`config.mk`:
```
export PLATFORM = sky130hd
export DESIGN_NAME = key_debounce_event_fifo
export DESIGN_NICKNAME = d
export VERILOG_FILES = /design/src/kdef_pkg.sv /design/src/kdef_ram.sv /design/src/kdef_cell.sv /design/src/key_debounce_event_fifo.sv
export SDC_FILE = /design/constraint.sdc
export NUM_CORES = 1
export LEC_CHECK = 0
export BUFFER_PORTS_ARGS = -buffer_cell sky130_fd_sc_hd__buf_4
export CORE_MARGIN = 5
export CORE_UTILIZATION = 45
export CTS_CLUSTER_DIAMETER = 40
export CTS_CLUSTER_SIZE = 30
export DETAILED_ROUTE_END_ITERATION = 8
export PLACE_DENSITY = 0.6
export SYNTH_ARGS = -nofsm -noshare
export SYNTH_HDL_FRONTEND = slang
export SYNTH_SLANG_ARGS = --single-unit
```
`constraint.sdc`:
```
create_clock -name clk -period 6.95 [get_ports clk]
set_input_delay 0.695 -clock clk [delete_from_list [all_inputs] [get_ports clk]]
set_output_delay 0.695 -clock clk [all_outputs]
set_load 0.005 [all_outputs]
```
`src/kdef_pkg.sv`:
```
`timescale 1ns / 1ps
// ----------------------------------------------------------------------------
// kdef_pkg
// Shared types, codes and defaults of the key debounce event fifo.
// ----------------------------------------------------------------------------
package kdef_pkg;

    localparam int DEFAULT_NUM_KEYS   = 4;
    localparam int DEFAULT_FIFO_DEPTH = 16;

    localparam int PIN_W    = 4;
    localparam int KEY_W    = 2;
    localparam int REQ_W    = 2;
    localparam int EV_W     = 2;
    localparam int HOLD_W   = 16;
    localparam int CFG_W    = 16;
    localparam int CFG_IDX_W = 2;

    localparam logic [REQ_W-1:0] REQ_TICK  = 2'd0;
    localparam logic [REQ_W-1:0] REQ_READ  = 2'd1;
    localparam logic [REQ_W-1:0] REQ_CLEAR = 2'd2;

    localparam logic [EV_W-1:0] EV_NONE    = 2'd0;
    localparam logic [EV_W-1:0] EV_PRESS   = 2'd1;
    localparam logic [EV_W-1:0] EV_RELEASE = 2'd2;
    localparam logic [EV_W-1:0] EV_LONG    = 2'd3;

    localparam logic [CFG_IDX_W-1:0] CFG_PRESS_MASK  = 2'd0;
    localparam logic [CFG_IDX_W-1:0] CFG_LONG_TICKS  = 2'd1;
    localparam logic [CFG_IDX_W-1:0] CFG_LONG_ENABLE = 2'd2;

    localparam logic [PIN_W-1:0]  PRESS_MASK_RESET  = 4'd0;
    localparam logic [HOLD_W-1:0] LONG_TICKS_RESET  = 16'd100;
    localparam logic              LONG_ENABLE_RESET = 1'b1;

    // request broadcast to every cell
    typedef struct packed {
        logic             tick;
        logic             read;
        logic             clear;
        logic [KEY_W-1:0] key;
    } cmd_t;

    typedef struct packed {
        logic [HOLD_W-1:0] ticks;
        logic              enable;
    } cfg_t;

    // result of the item in flight, accumulated cell by cell
    typedef struct packed {
        logic [EV_W-1:0]  code;
        logic [PIN_W-1:0] dropped;
    } chain_t;

endpackage

```
`src/kdef_ram.sv`:
```
`timescale 1ns / 1ps
// ----------------------------------------------------------------------------
// kdef_ram
// Generic single write port RAM with one registered read port.
// ----------------------------------------------------------------------------
module kdef_ram #(
    parameter int WIDTH = 2,
    parameter int DEPTH = 16
) (
    input  logic                     clk,
    input  logic                     we,
    input  logic [$clog2(DEPTH)-1:0] waddr,
    input  logic [WIDTH-1:0]         wdata,
    input  logic                     re,
    input  logic [$clog2(DEPTH)-1:0] raddr,
    output logic [WIDTH-1:0]         rdata
);

    logic [WIDTH-1:0] mem [DEPTH];
    logic [WIDTH-1:0] rdata_reg;

    always_ff @(posedge clk)
    begin
        if (we)
        begin
            mem[waddr] <= wdata;
        end
        if (re)
        begin
            rdata_reg <= mem[raddr];
        end
    end

    assign rdata = rdata_reg;

endmodule

```
`src/kdef_cell.sv`:
```
`timescale 1ns / 1ps
// ----------------------------------------------------------------------------
// kdef_cell
// One key: debounce state machine, hold counter and its own event ring.
// ----------------------------------------------------------------------------
module kdef_cell
    import kdef_pkg::*;
#(
    parameter int KEY_ID     = 0,
    parameter int FIFO_DEPTH = DEFAULT_FIFO_DEPTH
) (
    input  logic   clk,
    input  logic   rst_n,
    input  logic   accept,
    input  cmd_t   cmd,
    input  logic   pressed,
    input  cfg_t   cfg,
    input  chain_t chain_in,
    output chain_t chain_out
);

    localparam int PTR_W = $clog2(FIFO_DEPTH);
    localparam logic [PTR_W-1:0] PTR_LAST = PTR_W'(FIFO_DEPTH - 1);
    localparam logic [PIN_W-1:0] DROP_BIT =
        (KEY_ID < PIN_W) ? PIN_W'(1 << KEY_ID) : '0;

    localparam logic [1:0] PHASE_IDLE = 2'd0;
    localparam logic [1:0] PHASE_TENT = 2'd1;
    localparam logic [1:0] PHASE_HELD = 2'd2;

    logic [1:0]        phase_reg, phase_next;
    logic [HOLD_W-1:0] hold_reg, hold_next;
    logic [PTR_W-1:0]  wr_reg, wr_next;
    logic [PTR_W-1:0]  rd_reg, rd_next;
    logic              pop_reg, pop_next;
    logic              drop_reg, drop_next;

    logic              mine;
    logic              push;
    logic [EV_W-1:0]   push_ev;
    logic [PTR_W-1:0]  wr_inc;
    logic [PTR_W-1:0]  rd_inc;
    logic              full;
    logic              empty;
    logic              do_write;
    logic              do_pop;
    logic [HOLD_W-1:0] hold_inc;
    logic [EV_W-1:0]   rdata;

    assign mine     = (KEY_ID < (1 << KEY_W)) && (cmd.key == KEY_W'(KEY_ID));
    assign wr_inc   = (wr_reg == PTR_LAST) ? '0 : wr_reg + 1'b1;
    assign rd_inc   = (rd_reg == PTR_LAST) ? '0 : rd_reg + 1'b1;
    assign full     = (wr_inc == rd_reg);
    assign empty    = (wr_reg == rd_reg);
    assign hold_inc = (hold_reg == '1) ? hold_reg : hold_reg + 1'b1;

    always_comb
    begin
        phase_next = phase_reg;
        hold_next  = hold_reg;
        push       = 1'b0;
        push_ev    = EV_NONE;
        if (cmd.tick)
        begin
            unique case (phase_reg)
                PHASE_IDLE:
                begin
                    if (pressed)
                    begin
                        phase_next = PHASE_TENT;
                        hold_next  = '0;
                    end
                end
                PHASE_TENT:
                begin
                    hold_next = hold_inc;
                    if (pressed)
                    begin
                        push       = 1'b1;
                        push_ev    = EV_PRESS;
                        phase_next = PHASE_HELD;
                    end
                    else
                    begin
                        phase_next = PHASE_IDLE;
                    end
                end
                default:
                begin
                    hold_next = hold_inc;
                    if (!pressed)
                    begin
                        push       = 1'b1;
                        push_ev    = EV_RELEASE;
                        phase_next = PHASE_IDLE;
                    end
                    else if (cfg.enable && (hold_inc >= cfg.ticks))
                    begin
                        push      = 1'b1;
                        push_ev   = EV_LONG;
                        hold_next = '0;
                    end
                end
            endcase
        end
    end

    assign do_write = accept && push && !full;
    assign do_pop   = accept && cmd.read && mine && !empty;

    always_comb
    begin
        wr_next   = wr_reg;
        rd_next   = rd_reg;
        pop_next  = pop_reg;
        drop_next = drop_reg;
        if (accept)
        begin
            pop_next  = do_pop;
            drop_next = push && full;
            if (do_write)
            begin
                wr_next = wr_inc;
            end
            if (do_pop)
            begin
                rd_next = rd_inc;
            end
            if (cmd.clear && mine)
            begin
                wr_next = '0;
                rd_next = '0;
            end
        end
    end

    always_ff @(posedge clk or negedge rst_n)
    begin
        if (!rst_n)
        begin
            phase_reg <= PHASE_IDLE;
            hold_reg  <= '0;
            wr_reg    <= '0;
            rd_reg    <= '0;
            pop_reg   <= 1'b0;
            drop_reg  <= 1'b0;
        end
        else
        begin
            if (accept)
            begin
                phase_reg <= phase_next;
                hold_reg  <= hold_next;
            end
            wr_reg   <= wr_next;
            rd_reg   <= rd_next;
            pop_reg  <= pop_next;
            drop_reg <= drop_next;
        end
    end

    kdef_ram #(
        .WIDTH (EV_W),
        .DEPTH (FIFO_DEPTH)
    ) u_ram (
        .clk   (clk),
        .we    (do_write),
        .waddr (wr_reg),
        .wdata (push_ev),
        .re    (do_pop),
        .raddr (rd_reg),
        .rdata (rdata)
    );

    // popped data is valid in the cycle after the pop
    always_comb
    begin
        chain_out.code    = chain_in.code | (pop_reg ? rdata : EV_NONE);
        chain_out.dropped = chain_in.dropped | (drop_reg ? DROP_BIT : '0);
    end

    a_clear_zeroes: assert property (@(posedge clk) disable iff (!rst_n)
        accept && cmd.clear && mine |=> (wr_reg == '0) && (rd_reg == '0))
        else $error("clear left pointers nonzero");

    a_pop_drop_excl: assert property (@(posedge clk) disable iff (!rst_n)
        !(pop_reg && drop_reg))
        else $error("pop and drop on the same item");

    a_tent_hold_zero: assert property (@(posedge clk) disable iff (!rst_n)
        (phase_reg == PHASE_TENT) |-> (hold_reg == '0))
        else $error("tentative press with nonzero hold count");

endmodule

```
`src/key_debounce_event_fifo.sv`:
```
`timescale 1ns / 1ps
// ----------------------------------------------------------------------------
// key_debounce_event_fifo
// Per-key push-button debouncer with a per-key event ring.
// ----------------------------------------------------------------------------
// Takes one item per clock cycle while in_stall is low. When an item is
// accepted, every key cell updates and the ring read is issued; the popped
// event is then registered into the output register once that register is
// free. The update of the key cells sets the rate; up to two finished
// results are held while the output is stalled before the input stalls.
// Event ring entries carry no reset; pointers and key state reset at once.
module key_debounce_event_fifo
    import kdef_pkg::*;
#(
    parameter int NUM_KEYS   = DEFAULT_NUM_KEYS,
    parameter int FIFO_DEPTH = DEFAULT_FIFO_DEPTH
) (
    input  logic                 clk,
    input  logic                 rst_n,
    input  logic                 in_valid,
    output logic                 in_stall,
    input  logic [REQ_W-1:0]     req_type,
    input  logic [PIN_W-1:0]     pin_levels,
    input  logic [KEY_W-1:0]     key_index,
    output logic                 out_valid,
    input  logic                 out_stall,
    output logic [EV_W-1:0]      event_code,
    output logic [PIN_W-1:0]     instant_pressed,
    output logic [PIN_W-1:0]     dropped_mask,
    input  logic                 wr_en,
    input  logic [CFG_IDX_W-1:0] wr_index,
    input  logic [CFG_W-1:0]     wr_data
);

    logic [PIN_W-1:0]  mask_reg;
    logic [HOLD_W-1:0] ticks_reg;
    logic              enable_reg;

    logic              s1_valid_reg, s1_valid_next;
    logic [PIN_W-1:0]  s1_inst_reg;
    logic              s2_valid_reg, s2_valid_next;
    logic [EV_W-1:0]   s2_code_reg;
    logic [PIN_W-1:0]  s2_inst_reg;
    logic [PIN_W-1:0]  s2_drop_reg;

    logic              accept;
    logic              s2_free;
    logic              s1_adv;
    logic [PIN_W-1:0]  pressed;
    logic [PIN_W-1:0]  inst_next;
    cmd_t              cmd;
    cfg_t              cfg;
    chain_t            chain [NUM_KEYS+1];

    always_ff @(posedge clk or negedge rst_n)
    begin
        if (!rst_n)
        begin
            mask_reg   <= PRESS_MASK_RESET;
            ticks_reg  <= LONG_TICKS_RESET;
            enable_reg <= LONG_ENABLE_RESET;
        end
        else if (wr_en)
        begin
            unique case (wr_index)
                CFG_PRESS_MASK:  mask_reg   <= wr_data[PIN_W-1:0];
                CFG_LONG_TICKS:  ticks_reg  <= wr_data[HOLD_W-1:0];
                CFG_LONG_ENABLE: enable_reg <= wr_data[0];
                default:         ;
            endcase
        end
    end

    assign s2_free  = !s2_valid_reg || !out_stall;
    assign s1_adv   = s1_valid_reg && s2_free;
    assign in_stall = s1_valid_reg && !s2_free;
    assign accept   = in_valid && !in_stall;

    assign pressed   = ~(pin_levels ^ mask_reg);
    assign inst_next = (req_type == REQ_TICK || req_type == REQ_READ ||
                        req_type == REQ_CLEAR) ? pressed : '0;

    always_comb
    begin
        cmd.tick   = (req_type == REQ_TICK);
        cmd.read   = (req_type == REQ_READ);
        cmd.clear  = (req_type == REQ_CLEAR);
        cmd.key    = key_index;
        cfg.ticks  = ticks_reg;
        cfg.enable = enable_reg;
    end

    assign chain[0] = '0;

    for (genvar k = 0; k < NUM_KEYS; k++)
    begin : g_cell
        logic key_pressed;
        if (k < PIN_W)
        begin : g_pin
            assign key_pressed = pressed[k];
        end
        else
        begin : g_nopin
            assign key_pressed = 1'b0;
        end

        kdef_cell #(
            .KEY_ID     (k),
            .FIFO_DEPTH (FIFO_DEPTH)
        ) u_cell (
            .clk       (clk),
            .rst_n     (rst_n),
            .accept    (accept),
            .cmd       (cmd),
            .pressed   (key_pressed),
            .cfg       (cfg),
            .chain_in  (chain[k]),
            .chain_out (chain[k+1])
        );
    end

    always_comb
    begin
        s1_valid_next = s1_valid_reg;
        if (accept)
        begin
            s1_valid_next = 1'b1;
        end
        else if (s1_adv)
        begin
            s1_valid_next = 1'b0;
        end

        s2_valid_next = s2_valid_reg;
        if (s1_adv)
        begin
            s2_valid_next = 1'b1;
        end
        else if (!out_stall)
        begin
            s2_valid_next = 1'b0;
        end
    end

    always_ff @(posedge clk or negedge rst_n)
    begin
        if (!rst_n)
        begin
            s1_valid_reg <= 1'b0;
            s2_valid_reg <= 1'b0;
        end
        else
        begin
            s1_valid_reg <= s1_valid_next;
            s2_valid_reg <= s2_valid_next;
        end
    end

    always_ff @(posedge clk)
    begin
        if (accept)
        begin
            s1_inst_reg <= inst_next;
        end
        if (s1_adv)
        begin
            s2_code_reg <= chain[NUM_KEYS].code;
            s2_inst_reg <= s1_inst_reg;
            s2_drop_reg <= chain[NUM_KEYS].dropped;
        end
    end

    assign out_valid       = s2_valid_reg;
    assign event_code      = s2_code_reg;
    assign instant_pressed = s2_inst_reg;
    assign dropped_mask    = s2_drop_reg;

endmodule

```
* Word-level counts from Yosys, hierarchy flattened *
Memories as Yosys holds them, arrays and structs flattened. A register that Yosys moved wholly into a read port is not among the register bits.
Index checks and enable logic that the tools add are counted.

word-level totals
  input bits = 31
  output and inout port bits = 12
  memories = 4
  flip-flop bits (word level) = 149
  logic and storage cells = 303
  memory bits (writable) = 128

memory list
  memory                      words  width  rd ports  clocked after memory_dff  write ports  line            source
  g_cell[0].u_cell.u_ram.mem  16     2      1         1                         1            kdef_ram.sv:19  logic [WIDTH-1:0] mem [DEPTH];
  g_cell[1].u_cell.u_ram.mem  16     2      1         1                         1            kdef_ram.sv:19
  g_cell[2].u_cell.u_ram.mem  16     2      1         1                         1            kdef_ram.sv:19
  g_cell[3].u_cell.u_ram.mem  16     2      1         1                         1            kdef_ram.sv:19

operators by class
  equal/unequal tests = 40
  reduce and logical (&&, ||, !) cells = 82
  add/sub/neg operators = 12
  muxes and demuxes = 120
  bitwise gates (word level) = 8
  $lt $le $gt $ge = 4

operators with widths
  cell                                                   count
  2-to-1 mux 16 bit                                      16
  case mux 16 bit (2 select lines)                       4
  2-to-1 mux 4 bit                                       25
  adder 16 x 1 -> 16 bit, second input constant          4
  equality test 16 bit, second input constant            4
  >= comparator 16 bit                                   4
  2-to-1 mux 2 bit                                       29
  2-to-1 mux 1 bit                                       33
  adder 4 x 1 -> 4 bit, second input constant            8
  equality test 4 bit                                    8
  equality test 4 bit, second input constant             8
  logical AND 1 bit                                      32
  case mux 2 bit (2 select lines)                        8
  AND reduction 2 bit                                    11
  nonzero test 2 bit                                     9
  AND reduction 4 bit                                    4
  equality test 2 x 1 -> 1 bit, second input constant    7
  logical NOT 2 bit                                      7
  logical NOT 1 bit                                      12
  inequality test 3 x 1 -> 1 bit, second input constant  4
  AND reduction 3 bit                                    4
  equality test 2 bit, second input constant             4
  inequality test 2 bit, second input constant           4
  OR 4 bit                                               2
  other kinds (8)                                        15

* Logic depth before layout (Yosys ltp) *
Gate-level depths: netlist of run 1.

  word-level depth = 12
  gate-level depth with buffers = 16
  mapped depth without buffers = 13

* By module *
A second synthesis of run 1 with hierarchy kept.

unflattened totals
  cells, all modules = 1,471
  area total of the unflattened synthesis = 16,064.2 sq um

by module, submodules not included
  module                         cells each  instances  seq. area each (sq um)  area each (sq um)
  kdef_ram                       78          4          1,021.0                 1,400.1
  kdef_cell at g_cell[0].u_cell  280         1          700.7                   2,283.4
  kdef_cell at g_cell[1].u_cell  266         1          700.7                   2,267.2
  kdef_cell at g_cell[2].u_cell  272         1          700.7                   2,264.7
  kdef_cell at g_cell[3].u_cell  261         1          700.7                   2,200.9
  key_debounce_event_fifo        80          1          1,001.0                 1,447.6

* Least setup slack after synthesis of run 1 *
OpenSTA, ideal clock, no wires.

  path kind = flip-flop to flip-flop
  start point = register g_cell[3].u_cell.hold_reg[0]
  end point = memory g_cell[3].u_cell.u_ram.mem[0][0] (data pin)
  period minus slack after synthesis = 4,864 ps
  data arrival time = 4,374 ps
  stages on the path, launching flop included = 15
  setup time = 490 ps
  setup slack = 2,086 ps
  path through = dfrtp_1 > ha_1 > and4_1 > and3_1 > buf_2 > a21oi_1 > nand4_1 > xnor2_1 > ha_1 > nand4_1 > nor4_2 > a311oi_1 > nand2_1 > nand3_1 > a2111oi_0

on the way
  longest elaborated chain between the ends = 8
  elaborated cells on any way between the ends = 9
  those cells by class = 1 x add/sub; 1 x order compare; 1 x eq/ne; 5 x mux; 1 x reduce/logical

RTL lines
  item                                                            line              source
  from (decl)                                                     kdef_cell.sv:32   logic [HOLD_W-1:0] hold_reg, hold_next;
  from (signal assigned)                                          kdef_cell.sv:153  hold_reg <= hold_next;
  adder 16 x 1 -> 16 bit or equality test 16 bit (tied branches)  kdef_cell.sv:55   assign hold_inc = (hold_reg == '1) ? hold_reg : hold_reg + 1'b1;
  2-to-1 mux 16 bit (*)                                           kdef_cell.sv:55
  >= comparator 16 bit (*)                                        kdef_cell.sv:97   else if (cfg.enable && (hold_inc >= cfg.ticks))
  logical AND 1 bit (*)                                           kdef_cell.sv:97
  2-to-1 mux 2 bit (*)                                            kdef_cell.sv:97
  2-to-1 mux 2 bit (*)                                            kdef_cell.sv:91   if (!pressed)
  case mux 2 bit (2 select lines) (*)                             kdef_cell.sv:65   unique case (phase_reg)
  2-to-1 mux 2 bit (*)                                            kdef_cell.sv:63   if (cmd.tick)
  via g_cell[3].u_cell.push_ev[0]                                 kdef_cell.sv:40   logic [EV_W-1:0] push_ev;
  to (decl)                                                       kdef_ram.sv:19

The timed path passes the listed nets; every way through them passes the cells marked *.

* Worst setup path after layout of run 1 *
  start point = register g_cell[3].u_cell.hold_reg[0]
  end point = memory g_cell[3].u_cell.u_ram.mem[5][0], enable pin

on the way
  longest elaborated chain between the ends = 12
  elaborated cells on any way between the ends = 13
  those cells by class = 1 x add/sub; 1 x order compare; 1 x eq/ne; 7 x mux; 3 x reduce/logical

RTL lines
  item                                                            line              source
  adder 16 x 1 -> 16 bit or equality test 16 bit (tied branches)  kdef_cell.sv:55
  2-to-1 mux 16 bit (*)                                           kdef_cell.sv:55
  >= comparator 16 bit (*)                                        kdef_cell.sv:97
  logical AND 1 bit (*)                                           kdef_cell.sv:97
  2-to-1 mux 1 bit (*)                                            kdef_cell.sv:97
  2-to-1 mux 1 bit (*)                                            kdef_cell.sv:91
  case mux 1 bit (2 select lines) (*)                             kdef_cell.sv:65
  2-to-1 mux 1 bit (*)                                            kdef_cell.sv:63
  logical AND 1 bit (*) (2 in series)                             kdef_cell.sv:108  assign do_write = accept && push && !full;
  2-to-1 mux 1 bit (*)                                            kdef_ram.sv:24    if (we)
  2-to-1 mux 1 bit (implied by the code) (*)                      kdef_ram.sv:26    mem[waddr] <= wdata;

Mark *: on every way between the ends. The rest lies on a longest branch, timed or not.

==> run_results.csv, run 1 <==
group,metric,value,unit
cts,post-cts-setup-buffers,0,
route,antenna_left,0,
global_routing,grt_pass1_vias,11752,
route,via_per_inst,5.901,
critical_path,endpoint_kind,"register",
cts,numClockSinks,285,
synth,synth_ff_type,"edfxtp_1",
power,irDropWorstVdd,0.2890,mV
floorplan,coreArea,0.03566,mm2
sta,relSlewSlack,17.32,%
synth,yosysWarnings,0,
route,drt-total-wl,39320,um
sta,fin_crit,4.743,ns
synth,ys_seq_area_share,48.45,%
final_layout,multi_input_area,0.007903,mm2
cts,clk_pin_slew_worst_paths,0.05,ns
sta,max_freq,0.2108,GHz
flow_run,maxCapViolCount,0,
cts,hold_buffers,0,
route,drt-pass1-iter-count,6,
global_routing,antenna_found_initial,0,
final_layout,seqCellArea,0.007888,mm2
synth,synth_top_area_share,27.67,%
cts,clk_latency,0.56,ns
cts,post_cts_resized,0,
floorplan,start_util,45.66,%
final_layout,areaGrowthSynthToFinish,14.10,%
sta,finalCritPeriodShare,68.25,%
final_layout,fin_nets,1653,
final_layout,diodes,0,
final_layout,final_cell_mix,"nand2_1 (163), edfxtp_1 (150), dfrtp_1 (131)",
cts,clock-root-buffer,"clkbuf_16",
global_routing,met1_usage,26.57,%
min_path,hp-class,"input pin to asynchronous set/reset pin",
synth,synthArstFlopShare,47.37,%
floorplan,die-area,0.04008,mm2
synth,avgSynthCellArea,10.80,um2
synth,synthesis.instances,1508,
final_layout,post-route-util,52.10,%
global_routing,grt_usage,19.09,%
placement,dp_hpwl,27530,um
synth,synth.net_count,1627,
final_layout,layout_commonest_cell,"nand2_1",
power,sw_frac_of_total,31.18,%
floorplan,die_h,200.2,um
sta,rsz0062_at_grt,"false",
global_routing,grt_max_degree,92,
floorplan,die_x,200.2,um
synth,synth_area_leaders,"edfxtp_1 (28%), dfrtp_1 (20%), ha_1 (6.8%), nand2_1 (3.8%), mux4_2 (3.0%)",
critical_path,critPathKind,"register to register",
synth,ys_types,88,
power,p_int,3.955,mW
placement,port_buffers,42,
synth,syn_area,0.01628,mm2
final_layout,fillers,3133,
critical_path,path_max_fanout,12,
power,clkPwrFrac,41.8,%
power,seqPwrFrac,38.2,%
synth,ys_ff_latch,285,
global_routing,busiest_layer,"met2",
cts,htreeDepth,2,
power,leakagePower,7.448,nW
power,p_sw,1.791,mW
cts,cts_buffers,45,
critical_path,start_kind,"register",
route,drc,0,
global_routing,use_met2,31.00,%
sta,fin_skew,0.02337,ns
power,combPwrFrac,20.0,%
global_routing,overflow,0,
sta,tightest_slew,1.238,ns
global_routing,use_met3,3.380,%
synth,synth_largest_area_cell,"edfxtp_1",
status,outcome,"finished, final reports clean",
final_layout,drive_gt1_share,15.02,%
global_routing,grt_pass1_wl,63170,um
floorplan,ioPinCount,43,
power,powerDensity,309.3,mW/mm2
critical_path,arrival,4.95,ns
cts,cts_buffer_depth,3,
critical_path,cp.required,7.16,ns
synth,synth_edf_count,150,
sta,hold_viol_final,0,
sta,slew_viol_final,0,
sta,setup_tns,0,ns
final_layout,largest_reg_flops,128,
sta,setup_viol,0,
cts,cts_tree,"built",
route,vias,11991,
route,drtIter0Drc,765,
placement,globalplace.congestion,0.8461,
floorplan,num_rows,69,
route,wl_per_cell,19.35,um
cell usage after synthesis (22+ instances only):
cell type and number:
o21ai_0 48, ha_1 88, nor3_1 39, nand4_1 27, xor2_1 34, a21oi_1 69, mux4_2 22, a22o_1 35
inv_1 46, nand3_1 54, dfrtp_1 131, nand2_1 163, a31oi_1 32, mux2_2 29, clkbuf_1 39, buf_2 28
nor2_1 106, xnor2_1 27, edfxtp_1 150, mux2i_1 28
path summary, 6_finish.rpt:
check / endpoint / cells after the start / startpoint / slack [ns]
worst min-delay path: g_cell[2].u_cell.hold_reg[13] / 1 / rst_n / 0.23
worst min register to register: instant_pressed[0] / 0 / s1_inst_reg[0] / 0.45
worst max register to register: g_cell[3].u_cell.u_ram.mem[5][0] / 13 / g_cell[3].u_cell.hold_reg[0] / 2.21
max in group asynchronous: g_cell[3].u_cell.rd_reg[3] / 2 / rst_n / 5.56
worst max-delay path: g_cell[3].u_cell.u_ram.mem[5][0] / 13 / g_cell[3].u_cell.hold_reg[0] / 2.21
min in group clk: out_valid / 2 / out_stall / 0.37
per-layer routing:
layer / wire length [um] / part of all wire, % / up-vias
met5: 0 / 0 / -
met4: 847 / 2.2 / 0
met3: 2035 / 5.2 / 57
met2: 18370 / 47 / 294
met1: 18060 / 46 / 5876
li1: - / - / 5764
stage by stage:
| stage | worst slack [ns] | cells | cell area [um2] | hold WS, ns | power [mW] |
|---|---|---|---|---|---|
| floorplan | 2.086 | 1508 | 16280 | 0.3994 | 3.024 |
| global placement | 2.448 | 1948 | 16940 | 0.4019 | 3.341 |
| detailed placement | 2.322 | 1948 | 16940 | 0.4291 | 3.370 |
| finish | 2.207 | 2032 | 18580 | 0.2318 | 5.746 |
| CTS | 2.296 | 2032 | 18580 | 0.2761 | 5.796 |
| global route | 1.771 | 2032 | 18580 | 0.3056 | 6.037 |
worst max-delay path, stage by stage, from the launching register on:
cell,delay [ns]
dfrtp_1,0.43
ha_1,0.28
and4_1,0.26
and3_1,0.29
a21oi_1,0.42
nand4_1,0.23
xnor2_1,0.17
ha_1,0.32
nand4_1,0.13
nor4_2,0.30
a31oi_1,0.13
a211oi_1,0.67
o21ai_2,0.35
nor3_1,0.42
kinds of logic (layout without fill, tap and decap cells):
logic type | Yosys count | count (layout) | share of synthesized area (%)
muxes | 79 | 79 | 6.771
xor gates and xnor gates | 64 | 64 | 3.581
AOI/OAI and AO/OA | 321 | 321 | 13.93
adders and majority gates | 88 | 88 | 6.763
DFF | 285 | 285 | 48.45
and+or+nand+nor | 551 | 551 | 17.34
buffers and inverters | 120 | 183 | 3.166
power groups by stage:
stage               sequential (mW)  combinational, mW  clock, mW
floorplan                      2.05              0.969          0
global placement               2.22               1.12          0
detailed placement             2.23               1.14          0
CTS                            2.19               1.15       2.45
global route                   2.23               1.28       2.52
finish                         2.20               1.15       2.40
layout make-up:
| cell class | count | area share, % |
|---|---|---|
| Clock buffer | 47 | 6.217 |
| Tap cell | 461 | 3.105 |
| Inverter | 46 | 0.9295 |
| Multi-Input combinational cell | 1103 | 42.54 |
| Timing Repair Buffer | 53 | 2.162 |
| Clock inverter | 37 | 2.586 |
| Sequential cell | 285 | 42.46 |
(Power assumes the default switching activity.)
==> run 2, diff against run 1 <==
Clock period 6.95 ns to 4.5 ns, I/O delays scaled along.
==> run 2 against run 1 <==
Via count about the same. Clock skew increased by 0.011 ns. Count of clock-buffer cells in the layout increased by 4. Highest routed layer unchanged. Wire length increased by 0.16%. Register-to-register slack got worse by 2.0 ns. Critical path depth decreased by 2. Utilization increased by 0.31 points. Critical endpoint is now g_cell[0].u_cell.u_ram.mem[0][0]. Clock power increased by 51%.
==> run_results.csv, run 2 (synthesis results as in run 1) <==
group,metric,value,unit
final_layout,final_cell_mix,"nand2_1 (163), edfxtp_1 (150), dfrtp_1 (131)",
min_path,hp-class,"input pin to register",
global_routing,grt_pass1_vias,11890,
route,highest_layer,"met4",
global_routing,grt_pass1_wl,63930,um
power,powerDensity,472.2,mW/mm2
critical_path,critPathKind,"register to register",
sta,max_freq,0.2340,GHz
sta,whs,0.09448,ns
critical_path,endpoint_kind,"register",
status,outcome,"finished, final reports clean",
power,p_total,8.824,mW
sta,rsz0062_at_grt,"false",
final_layout,areaGrowthSynthToFinish,14.79,%
placement,placedInstanceArea,0.01704,mm2
power,combPwrFrac,20.4,%
final_layout,fin_nets,1669,
cts,numClockSinks,285,
route,drtIter0Drc,739,
global_routing,grt_max_degree,71,
sta,fin_crit,4.273,ns
route,via_per_inst,5.846,
route,drt-total-wl,39380,um
final_layout,finish.instance_area,0.01869,mm2
flow_run,maxCapViolCount,0,
critical_path,cp.required,4.75,ns
critical_path,start_kind,"register",
power,sw_frac_of_total,32.10,%
floorplan,start_util,45.66,%
sta,setup_tns,0,ns
placement,dp_hpwl,27340,um
sta,finalCritPeriodShare,94.95,%
cts,cts_buffer_depth,3,
power,irDropWorstVdd,0.3116,mV
floorplan,ioPinCount,43,
route,dr_wl_met3,1987,um
sta,tightest_slew,1.001,ns
final_layout,drive_gt1_share,16.30,%
sta,slew_viol_final,0,
floorplan,coreArea,0.03566,mm2
critical_path,arrival,4.52,ns
route,drt-pass1-iter-count,5,
route,wl_per_cell,19.21,um
cts,clock-root-buffer,"clkbuf_16",
floorplan,die_h,200.2,um
power,p_int,5.992,mW
sta,fin_skew,0.03389,ns
placement,placedCellCount,1961,
placement,port_buffers,42,
cts,clk_latency,0.58,ns
placement,globalplace.congestion,0.8438,
floorplan,die-area,0.04008,mm2
sta,relSlewSlack,33.29,%
cts,htreeDepth,2,
sta,setup_viol,0,
global_routing,overflow,0,
route,met2WireLength,18070,um
final_layout,fillers,3134,
power,clkPwrFrac,41.2,%
final_layout,layout_commonest_cell,"nand2_1",
power,p_sw,2.832,mW
route,vias,11985,
route,drc,0,
power,leakagePower,7.502,nW
power,seqPwrFrac,38.4,%
final_layout,largest_reg_flops,128,
floorplan,num_rows,69,
sta,hold_viol_final,0,
floorplan,die_x,200.2,um
route,antenna_left,0,
route,routedLengthMet1,18410,um
critical_path,path_max_fanout,11,
global_routing,grt_usage,19.40,%
cts,clk_pin_slew_worst_paths,0.06,ns
final_layout,diodes,0,
cts,cts_buffers,47,
cts,cts_tree,"built",
final_layout,final_cells,2050,
global_routing,antenna_found_initial,0,
cts,post-cts-setup-buffers,0,
==> run 2: changes by cell type in the layout (fill, tap and decap cells not counted), moves of 2 or more <==
cell | previous run | this run
clkinv_2 | 1 | 3
nor2_2 | 0 | 3
buf_4 | 52 | 65
nor2_1 | 106 | 103
bufinv_16 | 7 | 3
clkinv_4 | 8 | 5
clkbuf_8 | 0 | 3
clkinvlp_4 | 2 | 5
==> run 2: power groups by stage <==
stage	registers [mW]	logic, mW	clock network [mW]
4_1_cts	3.39	1.80	3.72
5_1_grt	3.44	2.01	3.84
3_3_place_gp	3.42	1.76	0
6_report	3.39	1.80	3.63
2_1_floorplan	3.17	1.50	0
3_5_place_dp	3.43	1.79	0
==> run 2: worst paths after layout <==
kind	to	depth (start not counted)	slack [ns]	start
max	g_cell[0].u_cell.u_ram.mem[0][0]	11	0.23	g_cell[0].u_cell.hold_reg[0]
min	out_valid	2	0.09	out_stall
max reg2reg	g_cell[0].u_cell.u_ram.mem[0][0]	11	0.23	g_cell[0].u_cell.hold_reg[0]
min reg2reg	instant_pressed[3]	0	0.47	s1_inst_reg[3]
max in group asynchronous	enable_reg	3	3.06	rst_n
min in group asynchronous	g_cell[2].u_cell.hold_reg[7]	2	0.47	rst_n
==> run 2: worst max-delay path: stages (launching register included) <==
cell       delay [ns]
dfrtp_1          0.42
ha_1             0.19
and2_1           0.19
and4_1           0.40
nand2_1          0.32
mux2_2           0.38
ha_1             0.31
a2111oi_4        0.09
o311ai_0         0.46
a211o_1          0.35
nand4b_1         0.38
nor3b_1          0.47
==> run 2: per-layer routing <==
| layer | up-vias | GRT usage (%) |
|---|---|---|
| li1 | 5791 | - |
| met1 | 5855 | 27.28 |
| met2 | 268 | 30.47 |
| met3 | 71 | 4.253 |
| met4 | 0 | 5.631 |
| met5 | - | 0 |
==> run 2: final cells by class <==
| class | count | area (um2) | area share, % |
|---|---|---|---|
| Sequential cell | 285 | 7888 | 42.21 |
| Clock inverter | 37 | 404.1 | 2.163 |
| Clock buffer | 51 | 1221 | 6.535 |
| Timing Repair Buffer | 67 | 509.2 | 2.725 |
| Multi-Input combinational cell | 1103 | 7916 | 42.36 |
| Inverter | 46 | 172.7 | 0.9239 |
| Tap cell | 461 | 576.8 | 3.087 |
==> run 2: per-stage QoR <==
stage                     worst slack, ns  util [%]
after CTS                          0.1490     52.37
after global routing             0.008523     52.41
after global placement             0.2804     47.79
final                              0.2272     52.41
after floorplan                    0.1178         -
after detailed placement           0.1697     47.79
==> run 2: timing repair <==
| action | CTS | global route |
|---|---|---|
| endpoints found under the hold margin | 65 | 0 |
| hold buffers | 1 | 0 |
| gates resized for setup | 0 | 6 |
| setup endpoints to repair | 0 | 95 |
